### src/weighted_moving_average_assert.svh
// ----------------------------------------------------------------------------
// weighted_moving_average_assert.svh
// Assertion macros for the weighted moving average block.
// ----------------------------------------------------------------------------
`ifndef WEIGHTED_MOVING_AVERAGE_ASSERT_SVH
`define WEIGHTED_MOVING_AVERAGE_ASSERT_SVH

`ifndef SYNTHESIS
// Check that expr holds at every edge outside reset.
`define WMA_ASSERT(name, clk, rst, expr) \
  name: assert property (@(posedge clk) disable iff (rst) (expr)) \
    else $error("wma assertion failed");
// Check that cons holds in the cycle after ante.
`define WMA_ASSERT_NEXT(name, clk, rst, ante, cons) \
  name: assert property (@(posedge clk) disable iff (rst) (ante) |=> (cons)) \
    else $error("wma assertion failed");
`else
`define WMA_ASSERT(name, clk, rst, expr)
`define WMA_ASSERT_NEXT(name, clk, rst, ante, cons)
`endif

`endif

### src/wma_queue.sv
// ----------------------------------------------------------------------------
// wma_queue
// Two-entry queue between the input side and the averaging engine.
// ----------------------------------------------------------------------------
module wma_queue #(
  parameter int WIDTH = 32
) (
  input  logic             clk,
  input  logic             rst,
  input  logic             push,
  input  logic [WIDTH-1:0] wdata,
  input  logic             pop,
  output logic [WIDTH-1:0] rdata,
  output logic             full,
  output logic             empty
);

  localparam int DEPTH = 2;

  logic [WIDTH-1:0] mem [DEPTH];
  logic             wr_ptr;
  logic             rd_ptr;
  logic [1:0]       count;

  assign full  = count == 2'(DEPTH);
  assign empty = count == '0;
  assign rdata = mem[rd_ptr];

  always_ff @(posedge clk) begin
    if (rst) begin
      wr_ptr <= 1'b0;
      rd_ptr <= 1'b0;
      count  <= '0;
    end else begin
      if (push) begin
        wr_ptr <= !wr_ptr;
      end
      if (pop) begin
        rd_ptr <= !rd_ptr;
      end
      count <= count + 2'(push) - 2'(pop);
    end
  end

  always_ff @(posedge clk) begin
    if (push) begin
      mem[wr_ptr] <= wdata;
    end
  end

endmodule

### config.mk
export PLATFORM = sky130hd
export DESIGN_NAME = wma_queue
export DESIGN_NICKNAME = d
export VERILOG_FILES = /design/src/weighted_moving_average_assert.svh /design/src/wma_queue.sv
export SDC_FILE = /design/constraint.sdc
export NUM_CORES = 1
export LEC_CHECK = 0
export ABC_AREA = 1
export BUFFER_PORTS_ARGS = -buffer_cell sky130_fd_sc_hd__buf_2
export CORE_MARGIN = 2
export CORE_UTILIZATION = 52
export DETAILED_ROUTE_END_ITERATION = 6
export PLACE_DENSITY_LB_ADDON = 0.05
export SLEW_MARGIN = 20
export SYNTH_ARGS = -nofsm -noshare
export SYNTH_HDL_FRONTEND = slang
export SYNTH_SLANG_ARGS = --single-unit
### constraint.sdc
create_clock -name clk -period 2.7 [get_ports clk]
set_input_delay 0.27 -clock clk [delete_from_list [all_inputs] [get_ports clk]]
set_output_delay 0.27 -clock clk [all_outputs]
set_load 0.01 [all_outputs]
# Word level (Yosys, flattened, before mapping)
# Memories as Yosys holds them, arrays and structs flattened. A register that Yosys moved wholly into a read port is not among the register bits.
# Index checks and enable logic that the tools add are counted.
# word_totals
output_inout_bits	34
reg_bits	4
inputBits	36
word_cells	14
ram_bits	64
n_memories	1
# classes
mux	4
eq_ne	1
n_reduce_logical	3
addsub	2
# mem_list
name	words	width	rd	rd_clocked_by_memory_dff	write_ports	line_no	source
mem	2	32	1	1	1	wma_queue.sv:20	logic [WIDTH-1:0] mem [DEPTH];
# op_table
op	count
2-to-1 mux 1 bit	4
adder 2 x 1 -> 2 bit	1
equality test 2 bit (second input constant)	1
logical NOT 1 bit	2
logical NOT 2 bit	1
subtractor 2 x 1 -> 2 bit	1

# Logic depth before layout (Yosys ltp)
# depth
depth_word	3
depth_mapped	7
depth_no_buf	7

# Worst setup path before layout
# Ideal clock, no wire load.
# synth_path
path_type	flip-flop to flip-flop
startpoint	register wr_ptr
endpoint	memory mem[0][0], enable pin
period_less_slack_ps	2098
setup_time_ps	422
arrival_ps	1677
path_slack_ps	602
stages_incl_launch_ff	2
n_path_buf	0
t_required_ps	2278
path_cell_list	dfxtp_1 > nor2_1
# synth_lines
element	line_no	source
start: declaration	wma_queue.sv:21	logic wr_ptr;
start signal: assignment	wma_queue.sv:36	wr_ptr <= !wr_ptr;
end: declaration	wma_queue.sv:20	
# No word-level cell before the write port.

==> reports/metrics.csv <==
stage;metric;value;unit
outcome;run_status;completed;
final_layout;nets;247;
yosys;synthDominantCellAreaShare;71.4;%
final_layout;drive_gt1_share;54.0;%
timing;finalSetupTns;0;ns
yosys;synthesis.nets;169;
yosys;ys_seq_elements;69;
yosys;synth_area_leaders;edfxtp_1, mux2_4, dfxtp_1;
die;die-area;5760;µm²
detailed_routing;first_pass_iters;4;
timing;fin_crit_sh;77.3;%
global_routing;gr-usage-met2;24.4;%
timing;min_period;2.09;ns
detailed_routing;viasPerCell;4.70;
pwr;leakage;1.32;nW
yosys;synth_cells;131;
final_layout;multi_input_area;574;µm²
worst_setup_path;path_buf_inv;2;
worst_setup_path;path_cells;buf_12 > mux2_4 > buf_2;
clock_network;clockBufferDepth;2;
detailed_routing;first_iter_violations;91;
global_routing;antenna_found_initial;0;
final_layout;final_util;64.2;%
final_layout;final_common_cell;buf_2;
global_routing;track_usage;15.1;%
yosys;yosysSeqAreaShare;75.2;%
pwr;power;2.20;mW
clock_network;h-tree-depth;3;
worst_hold_path;min_path_type;input port to flip-flop;
detailed_routing;antenna_left;0;
clock_network;clock_latency;0.33;ns
clock_network;clock-sinks;69;
die;core;5040;µm²
clock_network;cts.clk_slew.worst_paths;0.07;ns
global_routing;use_met3;6.79;%
worst_setup_path;slowest_delay;0.80;ns
timing;rsz0062_at_grt;false;
pwr;power_per_cell_area;680;nW/µm²
clock_network;hold_buffers;0;
pwr;ir_worst_vdd;0.480;mV
place;routabilityCongestion;0.665;
worst_setup_path;cp-start-kind;flip-flop;
die;rows;26;
detailed_routing;wl_per_cell;14.3;µm
timing;tightestPinTransition;0.914;ns
global_routing;grt_pass1_wl;6.48;mm
worst_setup_path;path_depth;3;
worst_hold_path;whs_path_depth;1;
place;portBuffers;69;
global_routing;grt_pass1_vias;1380;
worst_setup_path;cp.required;2.43;ns
final_layout;regArea;2020;µm²
place;place_hpwl;2.77;mm
timing;clock_skew;0.00696;ns
die;die_w;75.9;µm
die;die_h;75.9;µm
final_layout;areaGrowthSynthToFinish;20.3;%
detailed_routing;vias;1330;
timing;fmax;479;MHz
clock_network;numCtsBuffers;9;
global_routing;grt_overflow_total;0;
detailed_routing;routed_wl;4.04;mm
clock_network;cts_tree;yes;
run;cap_violations;0;
yosys;synth_top_cell_by_area;edfxtp_1;
global_routing;grt_max_degree;33;
final_layout;layout_common_cells;buf_2, edfxtp_1, mux2_4, clkbuf_8, inv_1;
worst_setup_path;slowest_stage;dfxtp_2;
worst_setup_path;crit_path_max_fanout;21;
worst_setup_path;critical_path_class;flip-flop to output pin;
timing;setup_viol_count_final;0;
timing;hold_violations;0;
die;num_io_pins;70;
die;start_util;53.3;%
final_layout;fillers;380;
final_layout;antenna_cells;0;
clock_network;ctsResizeCount;0;
yosys;synth_area;2690;µm²
timing;maxSlewHeadroom;39.0;%
global_routing;grt.met1_usage;16.9;%
worst_setup_path;ff2ff_path_depth;3;
clock_network;clockRootBuffer;clkbuf_8;
worst_setup_path;cpLargestDelayFamily;flip-flops;
yosys;yosysWarnings;0;
clock_network;cts_setup_buffers;0;
worst_setup_path;worstPathArrival;1.82;ns
yosys;synth.avg_cell_area;20.5;µm²
timing;drv_slew;0;
yosys;ys_types;14;
global_routing;grt_most_used_layer;met2;
detailed_routing;post-route-drc-count;0;
worst_setup_path;setup.worst_path.end_class;output pin;
## layer usage
layer / share of wire, % / wire, µm / vias to the layer above
li1: - / - / 645
met4: 2.2 / 89 / 0
met2: 49 / 1970 / 52
met1: 41 / 1660 / 623
met3: 7.9 / 317 / 10
met5: 0 / 0 / -
## power breakdown
| part | internal (mW) | total (mW) | switching (mW) |
|---|---|---|---|
| clock network | 0.318 | 0.657 | 0.340 |
| registers | 1.24 | 1.27 | 0.0348 |
| logic | 0.151 | 0.273 | 0.122 |
## per-stage QoR
step | hold WS, ns | setup WS [ns] | cells | instance area (µm²)
floorplan | 0.341 | 0.602 | 131 | 2690
global placement | 0.457 | 0.970 | 268 | 3090
detailed placement | 0.462 | 0.959 | 268 | 3090
CTS | 0.106 | 0.577 | 283 | 3240
global route | 0.0998 | 0.512 | 283 | 3240
finish | 0.121 | 0.614 | 283 | 3240
## state kept, by name, indices dropped and copies added (netlist names), named ones only
signal and cells:
wr_ptr 1, rd_ptr 1, count 2, mem 64
## area by class of cell
| class | instances | area share, % |
|---|---|---|
| Sequential cell | 69 | 62.5 |
| Multi-Input combinational cell | 50 | 17.7 |
| Timing Repair Buffer | 71 | 11.5 |
| Clock buffer | 11 | 4.06 |
| Tap cell | 70 | 2.71 |
| Inverter | 8 | 0.928 |
| Clock inverter | 4 | 0.503 |
## synth_stat cells
master and count:
edfxtp_1 64, mux2_4 30, nand2_1 4, nand3_1 1, nor3_1 1, buf_6 1
dfxtp_1 5, buf_12 3, nor2_1 8, mux2_2 2, inv_1 8, ha_1 2
a21oi_1 1, xnor2_1 1
## kinds of logic after synthesis
logic type | count (synthesis) | synth area share (%)
AO/OA/AOI/OAI | 1 | 0.186
XOR/XNOR | 1 | 0.326
adder cells (fa/ha/maj) | 2 | 0.930
buffers and inverters | 12 | 3.77
flip-flops | 69 | 75.2
multiplexers | 32 | 17.6
AND/OR/NAND/NOR | 14 | 2.05
## path summary, 6_finish.rpt
path              slack [ns]                    to           startpoint
setup reg to reg        1.05   mem[1][5]$_DFFE_PP_  wr_ptr$_SDFFE_PP0P_
setup / recovery        0.61             rdata[27]            flip-flop
hold / removal          0.12  mem[1][17]$_DFFE_PP_            wdata[17]
hold reg to reg         0.54   rd_ptr$_SDFFE_PP0P_  rd_ptr$_SDFFE_PP0P_
Power figures use the tool's default switching activity.
