<file path="src/weighted_moving_average_assert.svh">
// ----------------------------------------------------------------------------
// weighted_moving_average_assert.svh
// Assertion macros for the weighted moving average block.
// ----------------------------------------------------------------------------
`ifndef WEIGHTED_MOVING_AVERAGE_ASSERT_SVH
`define WEIGHTED_MOVING_AVERAGE_ASSERT_SVH

`ifndef SYNTHESIS
// Check that expr holds at every edge outside reset.
`define WMA_ASSERT(name, clk, rst, expr) \
  name: assert property (@(posedge clk) disable iff (rst) (expr)) \
    else $error("wma assertion failed");
// Check that cons holds in the cycle after ante.
`define WMA_ASSERT_NEXT(name, clk, rst, ante, cons) \
  name: assert property (@(posedge clk) disable iff (rst) (ante) |=> (cons)) \
    else $error("wma assertion failed");
`else
`define WMA_ASSERT(name, clk, rst, expr)
`define WMA_ASSERT_NEXT(name, clk, rst, ante, cons)
`endif

`endif

</file>
<file path="src/wma_pkg.sv">
// ----------------------------------------------------------------------------
// wma_pkg
// Shared constants and types of the weighted moving average block.
// ----------------------------------------------------------------------------
package wma_pkg;

  localparam int PERIOD_BITS     = 6;
  localparam int PERIOD_RESET    = 12;
  localparam int DEF_MAX_PERIOD  = 32;
  localparam int DEF_SAMPLE_BITS = 24;
  localparam int ROUND_SCALE     = 10;
  localparam int ROUND_HALF      = 5;

  typedef enum logic [2:0] {
    ST_IDLE,
    ST_WALK,
    ST_DRAIN,
    ST_DIV_SCALED,
    ST_ROUND_START,
    ST_ROUND,
    ST_OUT
  } back_state_t;

endpackage

</file>
<file path="src/wma_front.sv">
// ----------------------------------------------------------------------------
// wma_front
// Input side: holds the period register and the series fill count, and
// decides for every accepted sample whether it yields an average.
// ----------------------------------------------------------------------------
module wma_front #(
  parameter int MAX_PERIOD  = 32,
  parameter int SAMPLE_BITS = 24,
  parameter int NW          = 6,
  parameter int WW          = 10
) (
  input  logic                             clk,
  input  logic                             rst,
  input  logic                             cfg_write,
  input  logic [wma_pkg::PERIOD_BITS-1:0]  cfg_data,
  input  logic                             in_valid,
  output logic                             in_ready,
  input  logic signed [SAMPLE_BITS-1:0]    sample,
  input  logic                             restart,
  input  logic                             q_full,
  output logic                             push,
  output logic [SAMPLE_BITS-1:0]           push_sample,
  output logic                             push_emit,
  output logic [NW-1:0]                    push_n,
  output logic [WW-1:0]                    push_wsum
);

  import wma_pkg::*;

  localparam logic [9:0] MAXV = 10'(MAX_PERIOD);

  logic [PERIOD_BITS-1:0] period;
  logic [NW-1:0]          fill_count;
  logic [NW-1:0]          fill_base;
  logic [NW-1:0]          fill_count_next;
  logic [NW-1:0]          n;
  logic [2*NW-1:0]        nn;

  // Zero acts as one, anything above the store depth saturates.
  always_comb begin
    if (period == '0) begin
      n = NW'(1);
    end else if (10'(period) > MAXV) begin
      n = NW'(MAX_PERIOD);
    end else begin
      n = NW'(period);
    end
  end

  assign nn = (2*NW)'(n) * ((2*NW)'(n) + 1'b1);

  assign fill_base       = restart ? '0 : fill_count;
  assign fill_count_next = (fill_base < NW'(MAX_PERIOD)) ? fill_base + 1'b1 : fill_base;

  assign in_ready    = !q_full;
  assign push        = in_valid && in_ready;
  assign push_sample = sample;
  assign push_emit   = fill_count_next >= n;
  assign push_n      = n;
  assign push_wsum   = WW'(nn >> 1);

  always_ff @(posedge clk) begin
    if (rst) begin
      period     <= PERIOD_BITS'(PERIOD_RESET);
      fill_count <= '0;
    end else begin
      if (cfg_write) begin
        period <= cfg_data;
      end
      if (push) begin
        fill_count <= fill_count_next;
      end
    end
  end

endmodule

</file>
<file path="config.mk">
export PLATFORM = sky130hd
export DESIGN_NAME = wma_front
export DESIGN_NICKNAME = d
export VERILOG_FILES = /design/src/weighted_moving_average_assert.svh /design/src/wma_pkg.sv /design/src/wma_front.sv
export SDC_FILE = /design/constraint.sdc
export NUM_CORES = 1
export LEC_CHECK = 0
export BUFFER_PORTS_ARGS = -buffer_cell sky130_fd_sc_hd__buf_4
export CORE_MARGIN = 3
export CORE_UTILIZATION = 50
export DETAILED_ROUTE_END_ITERATION = 10
export GPL_TIMING_DRIVEN = 0
export PLACE_DENSITY = 0.81
export SYNTH_ARGS = -nofsm -noshare
export SYNTH_HDL_FRONTEND = slang
export SYNTH_SLANG_ARGS = --single-unit
</file>
<file path="constraint.sdc">
create_clock -name clk -period 7.8 [get_ports clk]
set_clock_uncertainty 0.15 [all_clocks]
set_input_delay 1.56 -clock clk [delete_from_list [all_inputs] [get_ports clk]]
set_output_delay 1.56 -clock clk [all_outputs]
set_load 0.1 [all_outputs]
</file>
### Yosys cells after proc, flatten, opt, wreduce, memory -nomap -nowiden

Index checks and enable logic that the tools add are counted.

* flip-flop bits (word level): 12
* bits of input ports: 36
* word-level logic and storage cells: 15

* $add $sub $neg: 2
* multiply operators: 1
* $lt $le $gt $ge: 3
* muxes and demuxes: 4
* reductions and logical operators: 3

Operators by type and width (number)
* $mux 6: 4
* $mul 6x7->11: 1
* $add 6x1->7 const B: 1
* $add 6x1->6 const B: 1
* $ge 6x6->1: 1
* $gt 6x6->1 const B: 1
* $logic_not 6->1: 1
* $lt 6x6->1 const B: 1
* $logic_and 1x1->1: 1
* $logic_not 1->1: 1

### Logic depth before layout (Yosys ltp)

* depth after elaboration: 5
* mapped depth: 19
* mapped depth without buffers: 19

### Worst setup path after synthesis

No wires, ideal clock.

* path type: reg-to-output
* start point: register period[5]
* end point: output port push_wsum[9]
* data arrival time: 6.532 ns
* data required time: 6.090 ns
* setup slack: -0.442 ns
* cell stages (with the launch flop): 16
* buffers on the path: 0
* path through: dfxtp_1 nor2b_1 nand4_1 ha_1 nand2b_1 fa_1 inv_1 fa_1 inv_1 fa_1 inv_1 ha_1 nand4_1 a21oi_1 and3b_1 xnor2_1

* word-level cells in the longest chain between the ends: 5
* elaborated cells between the ends (all ways): 6

Ends and longest elaborated chain
* from (decl): line wma_front.sv:32 `logic [PERIOD_BITS-1:0] period;`
* from (signal assigned): line wma_front.sv:64 `period <= PERIOD_BITS'(PERIOD_RESET);`
* from (signal assigned): line wma_front.sv:68 `period <= cfg_data;`
* $gt 6x6->1: line wma_front.sv:43 `end else if (10'(period) > MAXV) begin`
* $mux 6: line wma_front.sv:43
* $mux 6 *: line wma_front.sv:41 `if (period == '0) begin`
* net push_n[4]: line wma_front.sv:24 `output logic [NW-1:0] push_n,`
* $add 6x1->7: line wma_front.sv:50 `assign nn = (2*NW)'(n) * ((2*NW)'(n) + 1'b1);`
* $mul 6x7->11 *: line wma_front.sv:50
* to (decl): line wma_front.sv:25 `output logic [WW-1:0] push_wsum`

The timed path passes the listed nets; every way through them passes the cells marked *.

### Final worst setup path

* start point: register period[1]
* end point: output port push_wsum[8]

* word-level cells in the longest chain between the ends: 5
* elaborated cells between the ends (all ways): 6

Ends and longest elaborated chain (line)
* $gt 6x6->1: wma_front.sv:43
* $mux 6: wma_front.sv:43
* $mux 6 *: wma_front.sv:41
* $add 6x1->7: wma_front.sv:50
* $mul 6x7->11 *: wma_front.sv:50

Mark *: on every way between the ends. The rest lies on a longest branch, timed or not.

==> flow_metrics.tcl <==
set metrics [dict create \
    drtAntennaViolNets 0 \
    cp_max_fo 8 \
    num_rows 22 \
    ctsLongestPathBuffers 2 \
    routed_via_density 5.07 \
    regToRegStartpoint "fill_count[0]$_SDFFE_PP0P_" \
    synth_cells 253 \
    grt_pass1_wl_um 7330 \
    cp-end-kind "output pin" \
    syn_avg_cell_area_um2 8.15 \
    status "finished, final reports clean" \
    hpwl_um 3710 \
    reg2reg_depth 6 \
    yosysWarnings 0 \
    vias 1830 \
    die-area_um2 4930 \
    power_density_nw_per_um2 284 \
    gp_congestion 0.863 \
    die_y_um 70.2 \
    path_cells "nor4_1, o21ai_1, inv_1, ha_1, nand3_1, ha_1, nor2_1, fa_1, inv_1, fa_1, fa_1, inv_1, ha_1, nor2b_4, o31a_1, or4_1, nand3_1, buf_4" \
    cts_resized 0 \
    dr.first_iter.drc_count 70 \
    tns_ns 0 \
    insertion_delay_ns 0.24 \
    clockRootBuffer "clkbuf_8" \
    fin_crit_ns 7.00 \
    r2r-end "fill_count[4]$_SDFFE_PP0P_" \
    final_area_um2 2610 \
    htreeDepth 1 \
    io_pins 79 \
    track_usage_pct 17.5 \
    post_cts_buffers 0 \
    die_x_um 70.2 \
    port-buffer-count 53 \
    grt_max_degree 11 \
    hp-class "register to register" \
    syn_area_um2 2060 \
    startpoint "period[1]$_SDFFE_PP0P_" \
    cts.reportedPaths.clkPinSlew_ns 0.05 \
    ys_seq_area_share_pct 11.7 \
    final_cell_mix "buf_4, inv_1, nor2_1, ha_1, fa_1" \
    route.detailed.drc 0 \
    syn_to_final_growth_pct 26.7 \
    wl_per_cell_um 11.9 \
    fmax_ghz 0.143 \
    grt_overflow 0 \
    cts_tree "yes" \
    diodes 0 \
    grt_setup_unrepaired "no" \
    finalSetupViolations 0 \
    final.period_utilization_pct 89.8 \
    maxCapViolations 0 \
    cts_buffers 3 \
    coreArea_um2 3830 \
    slowest_stage "fa_1" \
    vdd_drop_max_mv 0.239 \
    critPathCapture "push_wsum[8]" \
    layout_commonest_cell "buf_4" \
    grt_pass1_vias 1796 \
    place_area_um2 2560 \
    ys_seq_elements 12 \
    yosysUniqueCellTypes 43 \
    worst_ep_required_time_ns 6.09 \
    rrSetupSlack_ns 6.08 \
    drv_slew 0 \
    firstDrtPassIters 4 \
    layout-drive-gt1-share_pct 28.8 \
    finalHoldViolCount 0 \
    max_stage_delay_ns 0.55 \
    p_leak_nw 1.40 \
    clkSinkCount 12 \
    drt-total-wl_um 4310 \
    start_util_pct 53.9 \
    antenna_found_initial 0 \
    criticalPathCategory "register to output pin" \
    ctsHoldBuffers 0 \
    worstPathArrival_ns 5.29 \
    layout.nets 399 \
    startpoint_type "register" \
]
worst min-delay path by stage:
| stage | to | slack, ns | cells after the start | startpoint |
|---|---|---|---|---|
| 3_3_place_gp | fill_count[4]$_SDFFE_PP0P_ | 0.32 | 2 | fill_count[4]$_SDFFE_PP0P_ |
| 4_1_cts | fill_count[4]$_SDFFE_PP0P_ | 0.34 | 2 | fill_count[4]$_SDFFE_PP0P_ |
| 6_report | fill_count[4]$_SDFFE_PP0P_ | 0.34 | 2 | fill_count[4]$_SDFFE_PP0P_ |
| 2_1_floorplan | fill_count[4]$_SDFFE_PP0P_ | 0.31 | 2 | fill_count[4]$_SDFFE_PP0P_ |
| 3_5_place_dp | fill_count[4]$_SDFFE_PP0P_ | 0.33 | 2 | fill_count[4]$_SDFFE_PP0P_ |
| 5_1_grt | fill_count[4]$_SDFFE_PP0P_ | 0.37 | 2 | fill_count[4]$_SDFFE_PP0P_ |
synthesized netlist by cell type:
cell | instances | share of area, %
a211o_1 | 2 | 0.85
nand3b_1 | 1 | 0.36
mux2_2 | 1 | 0.55
or3_1 | 1 | 0.30
nand2b_1 | 5 | 1.5
a32o_1 | 1 | 0.49
and3b_1 | 1 | 0.43
o211ai_1 | 1 | 0.36
nor2_1 | 35 | 6.4
nand4b_1 | 1 | 0.43
o21a_1 | 1 | 0.36
and3_1 | 1 | 0.30
a21oi_1 | 10 | 2.4
conb_1 | 1 | 0.18
dfxtp_1 | 12 | 12
o21ai_1 | 1 | 0.24
fa_1 | 19 | 18
a31oi_1 | 1 | 0.30
xnor2_1 | 7 | 3.0
nand4_1 | 2 | 0.61
buf_4 | 24 | 8.7
inv_2 | 1 | 0.18
nand2_1 | 13 | 2.4
mux2i_1 | 5 | 2.4
a211oi_1 | 2 | 0.73
o31a_1 | 1 | 0.43
xor2_1 | 3 | 1.3
o21ai_0 | 2 | 0.49
inv_1 | 41 | 7.5
or4_1 | 1 | 0.36
nor2b_4 | 1 | 0.67
nor3b_1 | 1 | 0.36
buf_6 | 1 | 0.55
nor2b_1 | 5 | 1.5
a31o_2 | 1 | 0.43
nor3_1 | 1 | 0.24
nor4_1 | 1 | 0.30
o41ai_1 | 1 | 0.43
nand3_1 | 6 | 1.5
o21bai_1 | 1 | 0.36
a21o_1 | 3 | 1.1
clkbuf_1 | 4 | 0.73
ha_1 | 30 | 18
power by group:
part / switching [mW] / total, mW / internal [mW]
combinational: 0.453 / 0.607 / 0.154
clock: 0.0228 / 0.0673 / 0.0446
sequential: 0.00265 / 0.0665 / 0.0638
area by class of cell:
class	instances	area, µm²
multi-input combinational	173	1490
fill	331	1210
timing repair buffer	53	398
sequential	12	240
buffer	29	206
inverter	42	158
tap	48	60.1
clock buffer	4	55.1
critical path, delay by kind of cell, from the launching register on:
kind	cells	cell delay, ns
fa+ha+maj	6	2.47
compound gates	2	0.48
simple gates	6	1.12
buf+inv	4	0.65
flops	1	0.33
sequential cells by signal, summed over array words and instances (netlist names):
| register | count |
|---|---|
| period | 6 |
| fill_count | 6 |
cells by family (layout without fill, tap and decap cells):
group / Yosys count / after routing / share of synthesized area [%]
buf+inv: 71 / 128 / 17.7
other cells: 1 / 4 / 0.182
compound gates: 28 / 28 / 8.99
mux: 6 / 6 / 2.98
simple gates: 76 / 76 / 17.6
fa+ha+maj: 49 / 49 / 36.7
flops: 12 / 12 / 11.7
xor+xnor: 10 / 10 / 4.25
metrics by stage:
step / hold WS, ns / total power, mW / instances / util [%] / setup slack, ns
3_3_place_gp: 0.322 / 0.669 / 357 / 66.8 / 1.16
4_1_cts: 0.340 / 0.744 / 361 / 68.2 / 0.828
5_1_grt: 0.370 / 0.783 / 361 / 68.2 / 0.514
2_1_floorplan: 0.311 / 0.574 / 256 / - / 0.0833
6_report: 0.341 / 0.740 / 361 / 68.2 / 0.799
3_5_place_dp: 0.333 / 0.676 / 357 / 66.8 / 1.09
layer usage:
| layer | share of wire [%] | GRT usage, % | routed length, µm | vias up |
|---|---|---|---|---|
| li1 | - | - | - | 904 |
| met1 | 43 | 22.2 | 1840 | 853 |
| met2 | 49 | 31.6 | 2100 | 71 |
| met3 | 8.1 | 3.31 | 349 | 2 |
| met4 | 0.30 | 2.13 | 13 | 0 |
| met5 | 0 | 0 | 0 | - |
Note: power is estimated with default switching activity, not from simulation.
